### config.mk
export PLATFORM = sky130hd
export DESIGN_NAME = midpoint_circle_rasterizer_top
export DESIGN_NICKNAME = d
export VERILOG_FILES = /design/src/hw/rtl/mcr_pkg.sv /design/src/hw/rtl/mcr_queue.sv /design/src/hw/rtl/mcr_front.sv /design/src/hw/rtl/mcr_back.sv /design/src/hw/rtl/midpoint_circle_rasterizer_top.sv
export SDC_FILE = /design/constraint.sdc
export NUM_CORES = 1
export LEC_CHECK = 0
export BUFFER_PORTS_ARGS = -buffer_cell sky130_fd_sc_hd__buf_2
export CAP_MARGIN = 20
export CORE_MARGIN = 2
export CORE_UTILIZATION = 60
export CTS_CLUSTER_DIAMETER = 150
export DETAILED_ROUTE_END_ITERATION = 16
export HOLD_SLACK_MARGIN = 0.12
export PLACE_DENSITY_LB_ADDON = 0.05
export SLEW_MARGIN = 10
export SYNTH_ARGS = -nofsm -noshare
export SYNTH_HDL_FRONTEND = slang
export SYNTH_HIERARCHICAL = 1
export SYNTH_SLANG_ARGS = --single-unit
export TNS_END_PERCENT = 1
### constraint.sdc
create_clock -name clk -period 4 [get_ports clk]
set_input_delay 1.2 -clock clk [delete_from_list [all_inputs] [get_ports clk]]
set_output_delay 1.2 -clock clk [all_outputs]
set_load 0.02 [all_outputs]
### src/hw/rtl/mcr_pkg.sv
`default_nettype none
package mcr_pkg;

	// default geometry
	localparam int COORD_WIDTH_DEF  = 10;
	localparam int RADIUS_WIDTH_DEF = 9;

	// step records buffered between front and back
	localparam int QUEUE_DEPTH = 2;

	// input kinds carried on s_tuser
	localparam logic ACT_START = 1'b0;
	localparam logic ACT_STEP  = 1'b1;

	// decision value arithmetic
	localparam int DEC_INIT    = 3;
	localparam int DEC_INC_NEG = 6;
	localparam int DEC_INC_POS = 10;

	// mirror index: bit 2 swaps x/y, bit 1 negates the row term, bit 0 the column term
	localparam logic [2:0] FIRST_MIRROR = 3'd0;
	localparam logic [2:0] LAST_MIRROR  = 3'd7;

	typedef struct packed {
		logic full;
		logic empty;
	} q_stat_t;

endpackage
`default_nettype wire

### src/hw/rtl/mcr_queue.sv
`default_nettype none
module mcr_queue
	import mcr_pkg::*;
#(
	parameter int WIDTH = 8,
	parameter int DEPTH = QUEUE_DEPTH
) (
	input  logic             clk,
	input  logic             arst_n,
	input  logic             push,
	input  logic [WIDTH-1:0] push_data,
	input  logic             pop,
	output logic [WIDTH-1:0] head_data,
	output q_stat_t          stat
);

	localparam int PTR_W = (DEPTH > 1) ? $clog2(DEPTH) : 1;
	localparam int CNT_W = $clog2(DEPTH + 1);
	localparam logic [PTR_W-1:0] PTR_LAST = PTR_W'(DEPTH - 1);
	localparam logic [CNT_W-1:0] CNT_FULL = CNT_W'(DEPTH);

	logic [WIDTH-1:0] mem_q [DEPTH];
	logic [PTR_W-1:0] wr_ptr_q;
	logic [PTR_W-1:0] rd_ptr_q;
	logic [CNT_W-1:0] count_q;

	assign stat.full  = (count_q == CNT_FULL);
	assign stat.empty = (count_q == '0);
	assign head_data  = mem_q[rd_ptr_q];

	always_ff @(posedge clk) begin
		if (push) begin
			mem_q[wr_ptr_q] <= push_data;
		end
	end

	always_ff @(posedge clk or negedge arst_n) begin
		if (!arst_n) begin
			wr_ptr_q <= '0;
			rd_ptr_q <= '0;
			count_q  <= '0;
		end else begin
			if (push) begin
				wr_ptr_q <= (wr_ptr_q == PTR_LAST) ? '0 : wr_ptr_q + 1'b1;
			end
			if (pop) begin
				rd_ptr_q <= (rd_ptr_q == PTR_LAST) ? '0 : rd_ptr_q + 1'b1;
			end
			if (push && !pop) begin
				count_q <= count_q + 1'b1;
			end else if (pop && !push) begin
				count_q <= count_q - 1'b1;
			end
		end
	end

	a_no_overflow: assert property (@(posedge clk) disable iff (!arst_n)
		push |-> (!stat.full || pop))
		else $error("queue push while full");

	a_no_underflow: assert property (@(posedge clk) disable iff (!arst_n)
		pop |-> !stat.empty)
		else $error("queue pop while empty");

	a_count_bound: assert property (@(posedge clk) disable iff (!arst_n)
		count_q <= CNT_FULL)
		else $error("queue count beyond depth");

endmodule
`default_nettype wire

### src/hw/rtl/mcr_front.sv
`default_nettype none
module mcr_front
	import mcr_pkg::*;
#(
	parameter int COORD_WIDTH  = COORD_WIDTH_DEF,
	parameter int RADIUS_WIDTH = RADIUS_WIDTH_DEF,
	parameter int JOB_W        = 2 * COORD_WIDTH + 2 * (RADIUS_WIDTH + 1) + 1
) (
	input  logic                    clk,
	input  logic                    arst_n,
	input  logic                    accept,
	input  logic                    action,
	input  logic [COORD_WIDTH-1:0]  center_x,
	input  logic [COORD_WIDTH-1:0]  center_y,
	input  logic [RADIUS_WIDTH-1:0] radius,
	output logic                    push,
	output logic [JOB_W-1:0]        push_data
);

	localparam int OFS_W = RADIUS_WIDTH + 1;
	localparam int DEC_W = RADIUS_WIDTH + 4;
	localparam int CMP_W = OFS_W + 1;

	logic [OFS_W-1:0]       ofs_x_q;
	logic [OFS_W-1:0]       ofs_y_q;
	logic [DEC_W-1:0]       dec_q;
	logic [COORD_WIDTH-1:0] cx_q;
	logic [COORD_WIDTH-1:0] cy_q;
	logic                   busy_q;

	logic             dec_neg;
	logic [DEC_W-1:0] x_times4;
	logic [DEC_W-1:0] diff_times4;
	logic [DEC_W-1:0] dec_nxt;
	logic [DEC_W-1:0] dec_init;
	logic [CMP_W-1:0] nx_w;
	logic [CMP_W-1:0] ny_w;
	logic             done;
	logic             start;

	assign start   = accept && (action == ACT_START);
	assign push    = accept && (action == ACT_STEP) && busy_q;
	assign dec_neg = dec_q[DEC_W-1];

	always_comb begin
		x_times4    = DEC_W'({ofs_x_q, 2'b00});
		diff_times4 = (DEC_W'(ofs_x_q) - DEC_W'(ofs_y_q)) << 2;
		dec_nxt     = dec_neg ? dec_q + x_times4 + DEC_W'(DEC_INC_NEG)
		                      : dec_q + diff_times4 + DEC_W'(DEC_INC_POS);
		dec_init    = DEC_W'(DEC_INIT) - DEC_W'({radius, 1'b0});
		nx_w        = {1'b0, ofs_x_q} + CMP_W'(1);
		ny_w        = dec_neg ? {1'b0, ofs_y_q} : {1'b0, ofs_y_q} - CMP_W'(1);
		done        = $signed(nx_w) > $signed(ny_w);
	end

	// current offsets go out; the update applies to the following step
	assign push_data = {done, ofs_y_q, ofs_x_q, cy_q, cx_q};

	always_ff @(posedge clk or negedge arst_n) begin
		if (!arst_n) begin
			busy_q <= 1'b0;
		end else if (start) begin
			busy_q <= 1'b1;
		end else if (push && done) begin
			busy_q <= 1'b0;
		end
	end

	always_ff @(posedge clk) begin
		if (start) begin
			cx_q    <= center_x;
			cy_q    <= center_y;
			ofs_x_q <= '0;
			ofs_y_q <= OFS_W'(radius);
			dec_q   <= dec_init;
		end else if (push) begin
			ofs_x_q <= nx_w[OFS_W-1:0];
			ofs_y_q <= ny_w[OFS_W-1:0];
			dec_q   <= dec_nxt;
		end
	end

endmodule
`default_nettype wire

### src/hw/rtl/mcr_back.sv
`default_nettype none
module mcr_back
	import mcr_pkg::*;
#(
	parameter int COORD_WIDTH  = COORD_WIDTH_DEF,
	parameter int RADIUS_WIDTH = RADIUS_WIDTH_DEF,
	parameter int JOB_W        = 2 * COORD_WIDTH + 2 * (RADIUS_WIDTH + 1) + 1
) (
	input  logic                     clk,
	input  logic                     arst_n,
	input  q_stat_t                  q_stat,
	input  logic [JOB_W-1:0]         head_data,
	output logic                     pop,
	output logic                     out_valid,
	input  logic                     out_ready,
	output logic [COORD_WIDTH+1:0]   pixel_x,
	output logic [COORD_WIDTH+1:0]   pixel_y,
	output logic                     last_of_step,
	output logic                     circle_done
);

	localparam int OFS_W = RADIUS_WIDTH + 1;
	localparam int PIX_W = COORD_WIDTH + 2;
	localparam int CY_LO = COORD_WIDTH;
	localparam int X_LO  = 2 * COORD_WIDTH;
	localparam int Y_LO  = X_LO + OFS_W;

	logic [COORD_WIDTH-1:0] cx;
	logic [COORD_WIDTH-1:0] cy;
	logic [OFS_W-1:0]       ofs_x;
	logic [OFS_W-1:0]       ofs_y;
	logic [OFS_W-1:0]       col_ofs;
	logic [OFS_W-1:0]       row_ofs;
	logic [PIX_W-1:0]       px;
	logic [PIX_W-1:0]       py;
	logic                   load;

	logic [2:0]       idx_q;
	logic             out_valid_q;
	logic [PIX_W-1:0] px_q;
	logic [PIX_W-1:0] py_q;
	logic             last_q;
	logic             done_q;

	assign cx    = head_data[CY_LO-1:0];
	assign cy    = head_data[X_LO-1:CY_LO];
	assign ofs_x = head_data[Y_LO-1:X_LO];
	assign ofs_y = head_data[Y_LO+OFS_W-1:Y_LO];

	always_comb begin
		col_ofs = idx_q[2] ? ofs_y : ofs_x;
		row_ofs = idx_q[2] ? ofs_x : ofs_y;
		px = idx_q[0] ? PIX_W'(cx) - PIX_W'(col_ofs) : PIX_W'(cx) + PIX_W'(col_ofs);
		py = idx_q[1] ? PIX_W'(cy) - PIX_W'(row_ofs) : PIX_W'(cy) + PIX_W'(row_ofs);
	end

	// advance one mirror per cycle whenever a step is queued and the output register frees up
	assign load = !q_stat.empty && (!out_valid_q || out_ready);
	assign pop  = load && (idx_q == LAST_MIRROR);

	always_ff @(posedge clk or negedge arst_n) begin
		if (!arst_n) begin
			idx_q       <= FIRST_MIRROR;
			out_valid_q <= 1'b0;
		end else begin
			if (load) begin
				idx_q       <= idx_q + 3'd1;
				out_valid_q <= 1'b1;
			end else if (out_ready) begin
				out_valid_q <= 1'b0;
			end
		end
	end

	always_ff @(posedge clk) begin
		if (load) begin
			px_q   <= px;
			py_q   <= py;
			last_q <= (idx_q == LAST_MIRROR);
			done_q <= head_data[JOB_W-1];
		end
	end

	assign out_valid    = out_valid_q;
	assign pixel_x      = px_q;
	assign pixel_y      = py_q;
	assign last_of_step = last_q;
	assign circle_done  = done_q;

	a_pop_rewinds: assert property (@(posedge clk) disable iff (!arst_n)
		pop |=> (idx_q == FIRST_MIRROR))
		else $error("mirror index did not rewind after a step");

	a_pop_marks_last: assert property (@(posedge clk) disable iff (!arst_n)
		pop |=> (out_valid && last_of_step))
		else $error("step retired without a marked last pixel");

	a_last_at_rewind: assert property (@(posedge clk) disable iff (!arst_n)
		(out_valid && last_of_step) |-> (idx_q == FIRST_MIRROR))
		else $error("last pixel shown mid-step");

endmodule
`default_nettype wire

### src/hw/rtl/midpoint_circle_rasterizer_top.sv
// Channel | Dir | tdata (low bit up)                   | tuser     | tlast
// s_*     | in  | center_x, center_y, radius, zero pad | action    | -
// m_*     | out | pixel_x, pixel_y                     | circle_done | last_of_step
//
// One transaction in per cycle while the step queue has room; a start transaction
// loads the circle and emits nothing, a step transaction while a circle is active
// yields eight pixel transactions, one per cycle while m_tready stays high, through
// the single pixel output register; the step leaves the queue as its last pixel loads.
// Reset (arst_n low) clears the queue and goes idle; a stalled m_tready holds the
// output register and fills the queue, after which s_tready drops.
`default_nettype none
module midpoint_circle_rasterizer_top
	import mcr_pkg::*;
#(
	parameter int COORD_WIDTH  = COORD_WIDTH_DEF,
	parameter int RADIUS_WIDTH = RADIUS_WIDTH_DEF,
	parameter int S_TDATA_W    = ((2 * COORD_WIDTH + RADIUS_WIDTH + 7) / 8) * 8,
	parameter int M_TDATA_W    = ((2 * (COORD_WIDTH + 2) + 7) / 8) * 8
) (
	input  logic                 clk,
	input  logic                 arst_n,
	input  logic                 s_tvalid,
	output logic                 s_tready,
	input  logic [S_TDATA_W-1:0] s_tdata,   // center_x, center_y, radius, zero pad
	input  logic                 s_tuser,   // action
	output logic                 m_tvalid,
	input  logic                 m_tready,
	output logic [M_TDATA_W-1:0] m_tdata,   // pixel_x, pixel_y, zero pad
	output logic                 m_tuser,   // circle_done
	output logic                 m_tlast    // last_of_step
);

	localparam int JOB_W = 2 * COORD_WIDTH + 2 * (RADIUS_WIDTH + 1) + 1;
	localparam int PIX_W = COORD_WIDTH + 2;

	q_stat_t          q_stat;
	logic             accept;
	logic             push;
	logic [JOB_W-1:0] push_data;
	logic             pop;
	logic [JOB_W-1:0] head_data;
	logic [PIX_W-1:0] pixel_x;
	logic [PIX_W-1:0] pixel_y;

	// hold off new transactions only while the step queue is full
	assign s_tready = !q_stat.full;
	assign accept   = s_tvalid && s_tready;

	// front: decode the transaction, run the midpoint recurrence, queue each step
	mcr_front #(
		.COORD_WIDTH (COORD_WIDTH),
		.RADIUS_WIDTH(RADIUS_WIDTH),
		.JOB_W       (JOB_W)
	) u_front (
		.clk      (clk),
		.arst_n   (arst_n),
		.accept   (accept),
		.action   (s_tuser),
		.center_x (s_tdata[COORD_WIDTH-1:0]),
		.center_y (s_tdata[2*COORD_WIDTH-1:COORD_WIDTH]),
		.radius   (s_tdata[2*COORD_WIDTH+RADIUS_WIDTH-1:2*COORD_WIDTH]),
		.push     (push),
		.push_data(push_data)
	);

	// queue: decouple step generation from pixel emission
	mcr_queue #(
		.WIDTH(JOB_W),
		.DEPTH(QUEUE_DEPTH)
	) u_queue (
		.clk      (clk),
		.arst_n   (arst_n),
		.push     (push),
		.push_data(push_data),
		.pop      (pop),
		.head_data(head_data),
		.stat     (q_stat)
	);

	// back: expand each queued step into its eight mirrored pixels
	mcr_back #(
		.COORD_WIDTH (COORD_WIDTH),
		.RADIUS_WIDTH(RADIUS_WIDTH),
		.JOB_W       (JOB_W)
	) u_back (
		.clk         (clk),
		.arst_n      (arst_n),
		.q_stat      (q_stat),
		.head_data   (head_data),
		.pop         (pop),
		.out_valid   (m_tvalid),
		.out_ready   (m_tready),
		.pixel_x     (pixel_x),
		.pixel_y     (pixel_y),
		.last_of_step(m_tlast),
		.circle_done (m_tuser)
	);

	assign m_tdata = M_TDATA_W'({pixel_y, pixel_x});

endmodule
`default_nettype wire

==> flow_results.org, run 1 <==
** Status
- The run finished with clean final reports.

** Routing
- After detailed routing, no signal wire sits above met4.
- After detailed routing, the met2 layer carries roughly 11000 µm of wire.
- Wire length on met1 :: 10000 µm
- Sum of routed wire length over all layers :: 22600 µm
- The first detailed-routing pass took 4 iterations.
- Antenna Violating Nets Remaining :: 0
- Met3 routed wirelength :: 940 µm
- In the routed design, unresolved DRC markers number 0.
- Dividing the detail-routed via count by the number of cells gives 5.95.
- Wirelength per Cell :: ~18 µm
- Iteration-0 DRC count of the detailed router :: 410
- Via count of the routed design :: 7330

** Floorplanning
- Number of top-level pins :: 65
- Starting utilization of the core area :: 61.4%
- Core outline area :: ~17000 µm²
- The floorplan step set the die height to about 140 µm.
- Measured along the x axis, the die boundary spans 137 µm.
- Total die area :: 18800 µm²
- In this run the core area contains 48 standard-cell rows.

** Synthesis
- Instance count of the mapped netlist :: 910
- Combined area of all synthesized cells :: 10600 µm²
- Counting flops with a built-in enable in the synthesized netlist gives 149.
- Synth Net Count :: 1064
- Among all flip-flop cells after synthesis, the most frequent one is edfxtp_1.
- Main area contributors after synthesis :: edfxtp_1, ha_1, mux2_4
- Post-synthesis cell type count :: 80
- #FFs+latches synth :: between 150 and 200
- Synth warn :: 6
- Sequential fraction of the synthesis area :: 46.3%
- Post-synth top area share :: 42.1%
- The synthesized design spends more area on one cell type than any other, namely edfxtp_1.
- After synthesis, the share of flip-flops with an asynchronous set or reset is 5.33%.
- Each instance of the synthesized netlist takes up on average 11.7 µm².

** Setup path
- CP delay by family, top :: adder cells
- Sort of element at the end of the critical path :: flip-flop
- Crit path launch :: u_front/ofs_y_q[0]$_DFFE_PP_
- The critical path contains buffers and inverters numbering 0 combined.
- In this design, the stage delay of the slowest critical-path cell is 0.41 ns.
- Across all register-to-register paths, the minimum setup slack is 0.21 ns.
- Worst Path Required :: 4.16 ns
- The critical path crosses 15 cells after its start point.
- The worst setup path is launched from a flip-flop.
- Cell count of the worst reg-to-reg path :: 15
- Worst path most repeated cell :: ha_1
- Data arrival time of the critical path :: just under 4 ns
- Startpoint of the most critical register-to-register path :: u_front/ofs_y_q[0]$_DFFE_PP_
- The slowest stage of the critical path belongs to the cell edfxtp_1.
- The endpoint identified for the worst register-to-register timing path is u_front/dec_q[12]$_DFFE_PP_.
- Crit-path max FO :: 3
- The setup path with the least slack is of type reg2reg.
- Walking the worst path, the cells encountered are ha_1, fa_1, nand2b_1, a21o_1, nand2_1, a21oi_1, xnor2_1, ha_1, ha_1, o21a_1, o21a_1, o211a_1, a311oi_2, mux2_4, o211ai_2.

** Place
- Detailed-placement wirelength estimate :: 17300 µm
- In this run the tool buffered the top-level ports with 61 buffer cells.
- At the end of routability-driven placement, the weighted congestion stood at 0.944.
- Dpl cell area :: 11300 µm²

** Pwr
- Proportion of total power due to net switching :: between 40% and 50%
- Part of the power in the clock network :: 15.0%
- In this run the static leakage power is 0.00512 µW.
- Net Sw Power :: 4670 µW
- Across the VDD grid, the largest voltage drop is 0.000830 V.
- Power spread over the standard cell area amounts to 919 nW/µm².
- Sequential cells account for 26.7% of the total power.
- Cell internal power was estimated by the tool at 6230 µW.
- Logic pwr share :: roughly three fifths

** Finish
- Storage cell area :: ~4900 µm²
- Fill cells in the final layout number between 1000 and 1500.
- 0 antenna diodes ended up in the layout.
- Measured on the finished design, the core utilization comes to 68.6%.
- After routing the design area is ~12000 µm².
- Nets :: 1147
- Layout cell share with drive strength beyond 1 :: 19.0%
- In the final layout, the multi-input gates occupy 5250 µm².
- Layout overhead on the synthesized area :: 11.7%

** CTS
- After clock tree synthesis, the clock-pin slew on the worst setup and hold paths is 0.07 ns.
- Count of buffers added by post-CTS timing repair for setup :: 0
- CTS H-Tree Depth :: 4
- Counting the buffers created by CTS gives 17.
- CTS root buffer :: clkbuf_16
- TritonCTS built the clock tree.
- Number of hold buffers added after cts :: 0
- After clock tree synthesis, the repair step resized 0 gates.
- CTS saw 169 sinks.
- Counting along the longest clock path gives a buffer depth of 2.
- The clock reaches the later pin of the worst-skew pair after 0.43 ns.

** STA
- Final setup fails :: 0
- Across the routed clock network, the largest skew measured is ~0.011 ns.
- Post-route minimum period :: 3.79 ns
- Setup repair after global routing left no endpoint under its margin.
- The final count of pins violating max slew was 0.
- In the final timing run, aggregate negative setup slack is 0 ns.
- Worst-Margin Slew :: 0.685 ns
- Hold timing on the final database bottoms out at a slack of 0.453 ns.
- Measured against its own limit, the worst slew margin works out to 53.8%.
- The final critical path takes up 94.7% of the cycle.
- The count of endpoints failing hold in the final timing report came to 0.
- Maximum clock frequency :: 0.264 GHz

** GRT
- Maximum number of pins on one net before global-route repair :: 35
- Wire length of the first global-routing pass :: 36300 µm
- For this run the aggregate overflow at the end of global routing stands at 0.
- Antenna violations before repair :: 0
- The via count of the first global-routing pass was 7262.
- Tot GR Track Use :: between 20% and 30%

** Hold path
- Counting instances, the worst hold path has a depth of 0.
- Kind of path behind the tightest hold check :: reg2reg
- Endpoint of the worst hold-timing path :: u_queue/mem_q[0][10]$_DFFE_PP_
- HP Start :: u_front/cy_q[0]$_DFFE_PP_

** Run
- Max_cap viols :: 0
==> routing by layer <==
layer / up-vias / track usage, %
li1: 3507 / -
met1: 3573 / 32.6
met2: 203 / 43.1
met3: 47 / 4.56
met4: 0 / 8.65
met5: - / 0
==> power groups by stage <==
stage / sequential [µW] / clock, µW / combinational [µW]
after floorplan: 3040 / 0 / 4740
after global placement: 2930 / 0 / 6050
after detailed placement: 2950 / 0 / 6260
after CTS: 2910 / 1670 / 6310
after global routing: 2960 / 1750 / 7000
final: 2910 / 1630 / 6360
==> cell usage in the layout, fill, tap and decap left out, drive strengths merged, types with 15 or more instances in the layout <==
cell type  synthesis  final
edfxtp           149    149
ha               110    110
inv               81     92
buf               13     88
a21oi             56     56
nand2             52     52
o21ai             52     52
mux2              48     48
nor2              42     42
xnor2             41     41
xor2              23     23
mux2i             22     22
nor3              22     22
clkbuf            11     17
a21o              15     15
==> cell type report <==
class / count / area share, %
sequential: 169 / 41.5
multi-input combinational: 635 / 44.2
clock buffer: 17 / 3.58
inverter: 82 / 2.59
tap: 225 / 2.37
timing repair buffer: 88 / 4.38
clock inverter: 15 / 1.40
==> stage by stage <==
step / setup WS (ns) / total power [µW] / std cells
final: 0.212 / 10900 / 1231
after global routing: 0.0273 / 11700 / 1231
after CTS: 0.198 / 10900 / 1231
after detailed placement: 0.211 / 9220 / 1199
after global placement: 0.247 / 8990 / 1199
after floorplan: 0.305 / 7780 / 910
==> state kept, by name, indices dropped and copies added (netlist names), 2 cells and up <==
signal and flops:
u_front/cx_q 10, u_back/idx_q 3, u_back/pixel_x 12, u_queue/count_q 2, u_back/pixel_y 12, u_front/ofs_y_q 10
u_queue/mem_q 82, u_front/dec_q 12, u_front/ofs_x_q 10, u_front/cy_q 10
==> synth_stat cells (8+ instances only) <==
library cell	n
a21o_1	14
a21oi_1	56
a31oi_1	9
clkbuf_1	9
dfrtp_1	9
dfxtp_1	11
edfxtp_1	149
ha_1	110
inv_1	80
mux2_2	8
mux2_4	40
mux2i_1	22
nand2_1	52
nand2b_1	10
nand3_1	13
nor2_1	41
nor2b_1	12
nor3_1	21
o21a_1	8
o21ai_0	46
xnor2_1	41
xor2_1	23
==> kinds of logic after synthesis <==
kind of cell | after synthesis | synth area share [%]
flip-flops | 169 | 46.3
XOR/XNOR | 64 | 5.27
adder cells (fa/ha/maj) | 117 | 14.3
buffers and inverters | 106 | 4.60
multiplexers | 70 | 8.57
AND/OR/NAND/NOR | 182 | 8.50
AO/OA/AOI/OAI | 202 | 12.5
==> worst max path at each step <==
stage	end	slack [ns]
after floorplan	u_queue/count_q[1]$_DFFE_PN0P_	0.31
after global placement	u_front/dec_q[12]$_DFFE_PP_	0.25
after detailed placement	u_front/dec_q[12]$_DFFE_PP_	0.21
after CTS	u_front/dec_q[12]$_DFFE_PP_	0.20
after global routing	u_front/dec_q[12]$_DFFE_PP_	0.03
final	u_front/dec_q[12]$_DFFE_PP_	0.21
Note: power is estimated with default switching activity, not from simulation.
==> run 2: changes to the inputs <==
CORE_UTILIZATION = 58   (was 60)
==> flow_results.org, run 2 (same netlist as run 1, synthesis figures left out) <==
** Status
- Result of the run :: complete, no violations (unchanged)

** Setup path
- Data arrival time of the critical path :: 3.98 ns (was 3.95 ns)
- Startpoint types :: flip-flop (unchanged)
- The cell seen most often among critical-path stages was ha_1 (unchanged).
- The biggest cell delay along the critical path is 0.39 ns (was 0.41 ns).
- The worst path required time was 4.15 ns (was 4.16 ns).
- The slowest stage cell on the critical path is edfxtp_1 (unchanged).
- The endpoint kind of the worst setup timing path was a flip-flop (unchanged).
- Cells along the critical path: inv_1, ha_1, a21o_1, a21oi_1, a2bb2oi_1, nor2b_1, xnor2_1, ha_1, ha_1, o21a_1, o21a_1, o211a_1, a311oi_2, mux2_4, o211ai_2 (was ha_1, fa_1, nand2b_1, a21o_1, nand2_1, a21oi_1, xnor2_1, ha_1, ha_1, o21a_1, o21a_1, o211a_1, a311oi_2, mux2_4, o211ai_2).
- The largest delay contributor family on the critical path is compound AO/OA/AOI/OAI gates (was adder cells).
- The category of the critical setup timing path is reg2reg (unchanged).
- Crit-path max FO :: 3 (unchanged)
- The number of buffer and inverter stages on the critical path is 1 (was 0).

** STA
- Number of pins exceeding their max-slew limit in the final report :: 0 (unchanged)
- Final setup fails :: 0 (unchanged)
- Final number of hold-violating endpoints :: 0 (unchanged)
- Worst slew slack as a fraction of its limit :: 53.7% (was 53.8%)
- Maximum clock frequency :: 0.261 GHz (was 0.264 GHz)
- The transition at the pin with the smallest max-transition slack came to 0.689 ns (was 0.685 ns).
- The final-layout setup total negative slack is 0 ns (unchanged).
- The share of the clock period used by the worst path after layout was 95.8% (was 94.7%).
- Final Worst Setup Slack :: 0.167 ns (was 0.212 ns)
- Clock Skews :: 0.0131 ns (was 0.0106 ns)
- RSZ-0062 raised after global routing :: no (unchanged)
- Post-route minimum period :: 3.83 ns (was 3.79 ns)

** Finish
- The register containing the most flip-flops in the final layout is u_queue/mem_q (unchanged).
- The post-layout net count came to 1145 (was 1147).
- The final-layout fill cell count is 1346 (was 1277).
- The leading cell type in the layout, fill and taps excluded was edfxtp_1 (unchanged).
- Top library cells by usage in the layout, fill and taps aside: edfxtp_1, ha_1, inv_1 (unchanged).
- Layout cell share with drive strength beyond 1 :: 18.7% (was 19.0%)
- Layout overhead on the synthesized area :: 12.0% (was 11.7%)
- Number of diodes added for antenna fixing :: 0 (unchanged)
- The flip-flop count of the largest register after layout is 82 (unchanged).

** Floorplanning
- The height of the die is 139 µm (was 137 µm).
- Horizontal die dimension :: 139 µm (was 137 µm)
- The full die area was 19400 µm² (was 18800 µm²).
- Starting utilization of the core area :: 59.2% (was 61.4%)
- Cell Rows :: 49 (was 48)
- Core outline area :: 18000 µm² (was 17300 µm²)
- The number of top-level pins is 65 (unchanged).

** CTS
- Insertion delay of the later-clocked pin in the worst-skew pair :: 0.43 ns (about the same)
- CTS tree :: yes (unchanged)
- Clock slew seen by the registers of the worst setup and hold paths :: 0.08 ns (was 0.07 ns)
- CTS root buffer :: clkbuf_16 (unchanged)
- Number of CTS-inserted buffers :: 17 (unchanged)
- CTS Buffer Depth :: 2 (unchanged)
- The total number of clock tree sinks came to 169 (unchanged).
- Number of hold buffers added after cts :: 0 (unchanged)
- Count of cells resized by post-cts repair :: 0 (unchanged)
- The H-tree depth reported by CTS came to 4 (unchanged).
- Count of buffers added by post-CTS timing repair for setup :: 0 (unchanged)

** GRT
- Grt ovf :: 0 (unchanged)
- Vias in the first global route :: 7416 (was 7262)
- The aggregate global-route resource usage was 24.3% (was 25.3%).
- Antenna violations before repair :: 0 (unchanged)
- The wire length of the first global-routing pass was 37200 µm (was 36300 µm).
- The pin count of the biggest net entering global routing is 37 (was 35).

** Run
- Max_cap viols :: 0 (unchanged)

** Place
- The post-detailed-placement half-perimeter wirelength was 17300 µm (about the same).
- The pre-CTS setup slack is 0.219 ns (was 0.211 ns).
- Final weighted congestion in routability-driven placement :: 0.918 (was 0.944)
- The count of buffers inserted at the top-level ports came to 61 (unchanged).

** Routing
- Via-to-Cell Ratio :: 5.84 (was 5.95)
- The DRC violation total after the first TritonRoute iteration is 418 (was 410).
- The first-pass iteration count of the detailed router came to 7 (was 4).
- The routed via count came to 7203 (was 7330).
- The total detailed-routing wirelength was 23200 µm (was 22600 µm).
- Wirelength per Cell :: 18.8 µm (was 18.4 µm)
- Antenna Violating Nets Remaining :: 0 (unchanged)
- Final routed DRC violation total :: 0 (unchanged)

** Pwr
- The ratio of total power to cell area came to 924 nW/µm² (was 919 nW/µm²).
- Leakage dissipation :: 0.00513 µW (was 0.00512 µW)
- Peak supply drop :: 0.000509 V (was 0.000830 V)

** Hold path
- The type of the worst min-delay path is reg2reg (unchanged).
## run 2: cell types whose count changed in the layout (fill, tap and decap cells not counted), moves of 2 or more
cell,previous run,this run
clkinv_8,3,1
bufinv_16,0,2
inv_6,6,3
buf_4,26,23
## run 2: cell type report
type / count / area (µm²) / share of cell area, %
Clock buffer: 17 / 425 / 3.58
Clock inverter: 15 / 195 / 1.64
Inverter: 82 / 308 / 2.59
Multi-Input combinational cell: 635 / 5240 / 44.1
Sequential cell: 169 / 4920 / 41.4
Tap cell: 229 / 287 / 2.41
Timing Repair Buffer: 86 / 518 / 4.35
## run 2: path summary, 6_finish.rpt
| kind | depth (start not counted) | slack [ns] | startpoint | endpoint |
|---|---|---|---|---|
| min | 0 | 0.45 | u_front/cx_q[2]$_DFFE_PP_ | u_queue/mem_q[0][2]$_DFFE_PP_ |
| max | 15 | 0.17 | u_front/ofs_y_q[1]$_DFFE_PP_ | u_front/dec_q[12]$_DFFE_PP_ |
| min in group asynchronous | 1 | 0.63 | arst_n | u_back/out_valid$_DFFE_PN0P_ |
| max in group asynchronous | 1 | 3.15 | arst_n | u_queue/rd_ptr_q$_DFFE_PN0P_ |
| min reg2reg | 0 | 0.45 | u_front/cx_q[2]$_DFFE_PP_ | u_queue/mem_q[0][2]$_DFFE_PP_ |
| max reg2reg | 15 | 0.17 | u_front/ofs_y_q[1]$_DFFE_PP_ | u_front/dec_q[12]$_DFFE_PP_ |
## run 2: per-layer routing
metal,up-vias,routed length [µm],global-route usage (%)
met5,-,0,0
li1,3502,-,-
met1,3471,10300,30.9
met2,196,11500,42.3
met4,0,472,8.24
met3,34,903,4.06
## run 2: worst reg2reg max path, stage by stage (launching register included)
cell and delay [ns]:
edfxtp_1 0.39, inv_1 0.12, ha_1 0.23, a21o_1 0.16, a21oi_1 0.22, a2bb2oi_1 0.29
nor2b_1 0.20, xnor2_1 0.14, ha_1 0.26, ha_1 0.35, o21a_1 0.20, o21a_1 0.19
o211a_1 0.24, a311oi_2 0.29, mux2_4 0.21, o211ai_2 0.08
## run 2: per-stage QoR
stage	instance area [µm²]	hold WS [ns]	power [µW]	cells	utilization, %
after floorplan	10600	0.421	7780	910	-
after global placement	11300	0.423	8930	1201	62.7
after detailed placement	11300	0.430	9180	1201	62.7
after CTS	11900	0.445	11000	1233	66.2
after global routing	11900	0.452	11900	1233	66.2
final	11900	0.447	11000	1233	66.2
## run 2: report_power, final
part,switching [µW],internal [µW]
registers,287,2640
clock network,773,959
logic,3610,2730
total,4670,6330
==> run 3: changes to the inputs <==
ABC_AREA = 1   (was unset)
SKIP_LAST_GASP = 1   (was unset)
==> flow_results.org, run 3 <==
** Status
- Result of the run: complete, no violations (unchanged).

** GRT
- The number of antenna violations at the first check in global routing was 0 (unchanged).
- Tot GR Track Use :: 25.0% (was 24.3%)
- Maximum number of pins on one net before global-route repair :: 42 (was 37)
- The via count of the first global-routing pass came to 7949 (was 7416).
- The final global-route overflow total is 0 (unchanged).
- Wire length of the first global-routing pass :: 39700 µm (was 37200 µm)

** CTS
- # clock sinks :: 169 (unchanged)
- Number of CTS-inserted buffers :: 17 (unchanged)
- The H-tree depth reported by CTS came to 4 (unchanged).
- Insertion delay of the later-clocked pin in the worst-skew pair :: 0.42 ns (was 0.43 ns)
- The maximum count of clock buffers along a single path was 2 (unchanged).
- The clock slew at the register clock pins of the worst setup and hold paths was 0.07 ns (was 0.08 ns).
- Count of cells resized by post-cts repair :: 0 (unchanged)
- CTS tree :: yes (unchanged)
- CTS root buffer :: clkbuf_16 (unchanged)
- The count of hold-fix buffers inserted at cts is 0 (unchanged).

** Synthesis
- Post-synth top area share :: 39.1% (was 42.1%)
- The number of enable flip-flop cells after synthesis is 149 (unchanged).
- Synth Net Count :: 1419 (was 1064)
- The post-synthesis sequential area ratio is 43.0% (was 46.3%).
- The multiplexer share of the synthesized area came to 5.32% (was 8.57%).
- The fraction of the mapped netlist area in compound gates was 8.55% (was 12.5%).
- The register bit count reported by yosys came to 169 (unchanged).
- Xor and xnor area share after synthesis :: 2.91% (was 5.27%)
- Top cells by instance count after synthesis :: nand2_1, inv_1, edfxtp_1, ha_1, nor2_1 (was edfxtp_1, ha_1, inv_1, a21oi_1, nand2_1)
- The top flip-flop cell by instance count after synthesis is edfxtp_1 (unchanged).
- Adder-cell share of the synthesized area :: 13.3% (was 14.3%)
- Post-synth ARST share :: 5.33% (unchanged)
- Combined area of all synthesized cells :: 11400 µm² (was 10600 µm²)
- The simple-gate share of the synthesized area came to 18.4% (was 8.50%).
- The total of warnings raised by yosys is 6 (unchanged).
- Main area contributors after synthesis :: edfxtp_1, ha_1, nand2_1 (was edfxtp_1, ha_1, mux2_4)
- The dominant cell type by area after synthesis is edfxtp_1 (unchanged).
- The most frequent cell after synthesis was nand2_1 (was edfxtp_1).
- Main combinational cell family by area after synthesis :: simple AND/OR/NAND/NOR gates (was adder cells)
- Post-Synthesis Mean Instance Area :: 9.04 µm² (was 11.7 µm²)
- Post-synthesis cell type count :: 50 (was 80)
- The synthesized instance count came to 1265 (was 910).

** Hold path
- The start point of the worst hold path is u_front/cx_q[3]$_DFFE_PP_ (was u_front/cx_q[2]$_DFFE_PP_).
- The type of the worst min-delay path is reg2reg (unchanged).

** STA
- The fmax was 0.280 GHz (was 0.261 GHz).
- Clock Skews :: 0.0114 ns (was 0.0131 ns)
- RSZ-0062 raised after global routing :: no (unchanged)
- The time the final worst path needs with I/O delays and setup came to 3.57 ns (was 3.83 ns).
- Worst-Margin Slew :: 0.789 ns (was 0.689 ns)
- Final setup fails :: 0 (unchanged)
- The final count of pins violating max slew was 0 (unchanged).
- Final number of hold-violating endpoints :: 0 (unchanged)
- Final period utilization :: 89.1% (was 95.8%)
- The max-slew headroom at the worst pin was 47.4% (was 53.7%).
- The final-layout setup total negative slack is 0 ns (unchanged).

** Place
- The count of buffers inserted at the top-level ports came to 61 (unchanged).
- Detailed-placement wirelength estimate :: 19400 µm (was 17300 µm)
- The final RePlAce weighted congestion is 0.921 (was 0.918).

** Routing
- Sum of routed wire length over all layers :: 25100 µm (was 23200 µm)
- The met1 layer wirelength in the final routing was 11000 µm (was 10300 µm).
- The average routed wire per standard cell was 15.5 µm (was 18.8 µm).
- The remaining number of nets flagged by the antenna check after routing is 0 (unchanged).
- The uppermost metal layer occupied by signal nets is met4 (unchanged).
- Via count of the routed design :: 8420 (was 7203)
- Via-to-Cell Ratio :: 5.19 (was 5.84)
- Iteration count of the initial detailed-routing pass :: 10 (was 7)
- Final routed DRC violation total :: 0 (unchanged)
- The DRC violation total after the first TritonRoute iteration is 494 (was 418).
- Met2 wirelength from detailed routing :: 12800 µm (was 11500 µm)
- Met3 routed wirelength :: 979 µm (was 903 µm)

** Setup path
- The category of the critical setup timing path is reg2reg (unchanged).
- The worst path required time came to 4.17 ns (was 4.15 ns).
- The reg-to-reg critical path startpoint was u_front/ofs_y_q[3]$_DFFE_PP_ (was u_front/ofs_y_q[1]$_DFFE_PP_).
- Crit-path max FO :: 5 (was 3)
- Startpoint types :: flip-flop (unchanged)
- The endpoint kind of the worst setup timing path is a flip-flop (unchanged).
- Data arrival time of the critical path :: 3.73 ns (was 3.98 ns)
- Crit path launch :: u_front/ofs_y_q[3]$_DFFE_PP_ (was u_front/ofs_y_q[1]$_DFFE_PP_)

** Floorplanning
- The height of the die was 144 µm (was 139 µm).
- The full die area is 20900 µm² (was 19400 µm²).
- Number of top-level pins :: 65 (unchanged)
- Horizontal die dimension :: 144 µm (was 139 µm)
- The total core area was 19400 µm² (was 18000 µm²).
- The row count is 51 (was 49).
- The starting density of the core is 59.0% (was 59.2%).

** Finish
- The share of post-route cells with drive strength above 1 was 14.5% (was 18.7%).
- Storage cell area :: 4920 µm² (unchanged)
- The flip-flop count of the largest register after layout came to 82 (unchanged).
- The final-layout fill cell count was 1673 (was 1346).
- Leading cell type in the layout, fill and taps excluded :: nand2_1 (was edfxtp_1)
- The area taken by multi-input logic gates came to 5560 µm² (was 5240 µm²).
- Layout overhead on the synthesized area :: 10.4% (was 12.0%)
- The number of antenna repair diodes was 0 (unchanged).
- Nets :: 1497 (was 1145)
- Top library cells by usage in the layout, fill and taps aside: nand2_1, inv_1, edfxtp_1 (was edfxtp_1, ha_1, inv_1).
- Register name with the most flops :: u_queue/mem_q (unchanged)

** Run
- Max_cap viols :: 0 (unchanged)
## run 3: changes by cell type after synthesis, moves of 8 or more
| cell | previous run | this run |
|---|---|---|
| nand4_1 | 6 | 15 |
| o21ai_0 | 46 | 70 |
| nor3_1 | 21 | 6 |
| nand2b_1 | 10 | 0 |
| mux2i_1 | 22 | 0 |
| nand3_1 | 13 | 64 |
| nand2_1 | 52 | 322 |
| a31oi_1 | 9 | 1 |
| xnor2_1 | 41 | 9 |
| inv_1 | 80 | 194 |
| nor2_1 | 41 | 71 |
| nor2b_1 | 12 | 0 |
## run 3: worst max-delay path: stages, from the launching register on
cell      delay (ns)
edfxtp_1        0.48
inv_1           0.12
ha_1            0.35
nand2_1         0.08
nor3_1          0.21
a21oi_1         0.14
o21ai_0         0.21
xnor2_1         0.14
inv_1           0.07
ha_1            0.28
ha_1            0.36
nand2_1         0.08
nand2_1         0.06
a21oi_1         0.14
nand2_1         0.07
nor2_1          0.18
nand3_1         0.11
nand3_1         0.10
nand2_1         0.05
nand2_1         0.05
nand2_1         0.04
## run 3: path summary, 6_finish.rpt
path / endpoint / slack, ns / cells past startpoint
worst max-delay path: u_front/dec_q[12]$_DFFE_PP_ / 0.43 / 20
worst min-delay path: u_queue/mem_q[0][3]$_DFFE_PP_ / 0.45 / 0
worst max register to register: u_front/dec_q[12]$_DFFE_PP_ / 0.43 / 20
worst min register to register: u_queue/mem_q[0][3]$_DFFE_PP_ / 0.45 / 0
max in group asynchronous: u_queue/rd_ptr_q$_DFFE_PN0P_ / 3.09 / 1
min in group asynchronous: u_front/busy_q$_DFFE_PN0P_ / 0.66 / 1
## run 3: what timing repair did
action                                  4_1_cts  5_1_grt
setup buffers                                 0        1
endpoints found under the setup margin        0        1
hold endpoints to repair                      0        0
## run 3: final cells by class
class / instances / share of cell area (%)
clock buffers: 21 / 3.65
clock inverters: 11 / 0.704
inverters: 203 / 6.04
multi-input cells: 867 / 44.1
flip-flops and latches: 169 / 39.0
well taps: 265 / 2.63
repair buffers: 85 / 3.94
## run 3: per-stage QoR
stage	cells	area [µm²]	utilization (%)	setup WS, ns	hold slack (ns)
global placement	1588	12100	62.2	0.435	0.423
finish	1621	12600	65.1	0.435	0.445
floorplan	1265	11400	-	0.0250	0.421
CTS	1620	12600	65.0	0.375	0.447
global route	1621	12600	65.1	0.0608	0.455
detailed placement	1588	12100	62.2	0.383	0.432
## run 3: layer usage
layer / vias to the layer above / global-route usage, %
li1: 4339 / -
met1: 3875 / 31.2
met2: 187 / 45.5
met3: 19 / 3.84
met4: 0 / 5.77
met5: - / 0
## run 3: kinds of logic after synthesis
family / after synthesis
AOI/OAI and AO/OA: 170
and+or+nand+nor: 501
xor gates and xnor gates: 38
DFF: 169
muxes: 41
buffers and inverters: 229
adders and majority gates: 117
Power of run 3 is left out: the tool's default activity adds up to more than one toggle a clock period on the data nets, which glitch-free logic cannot reach.
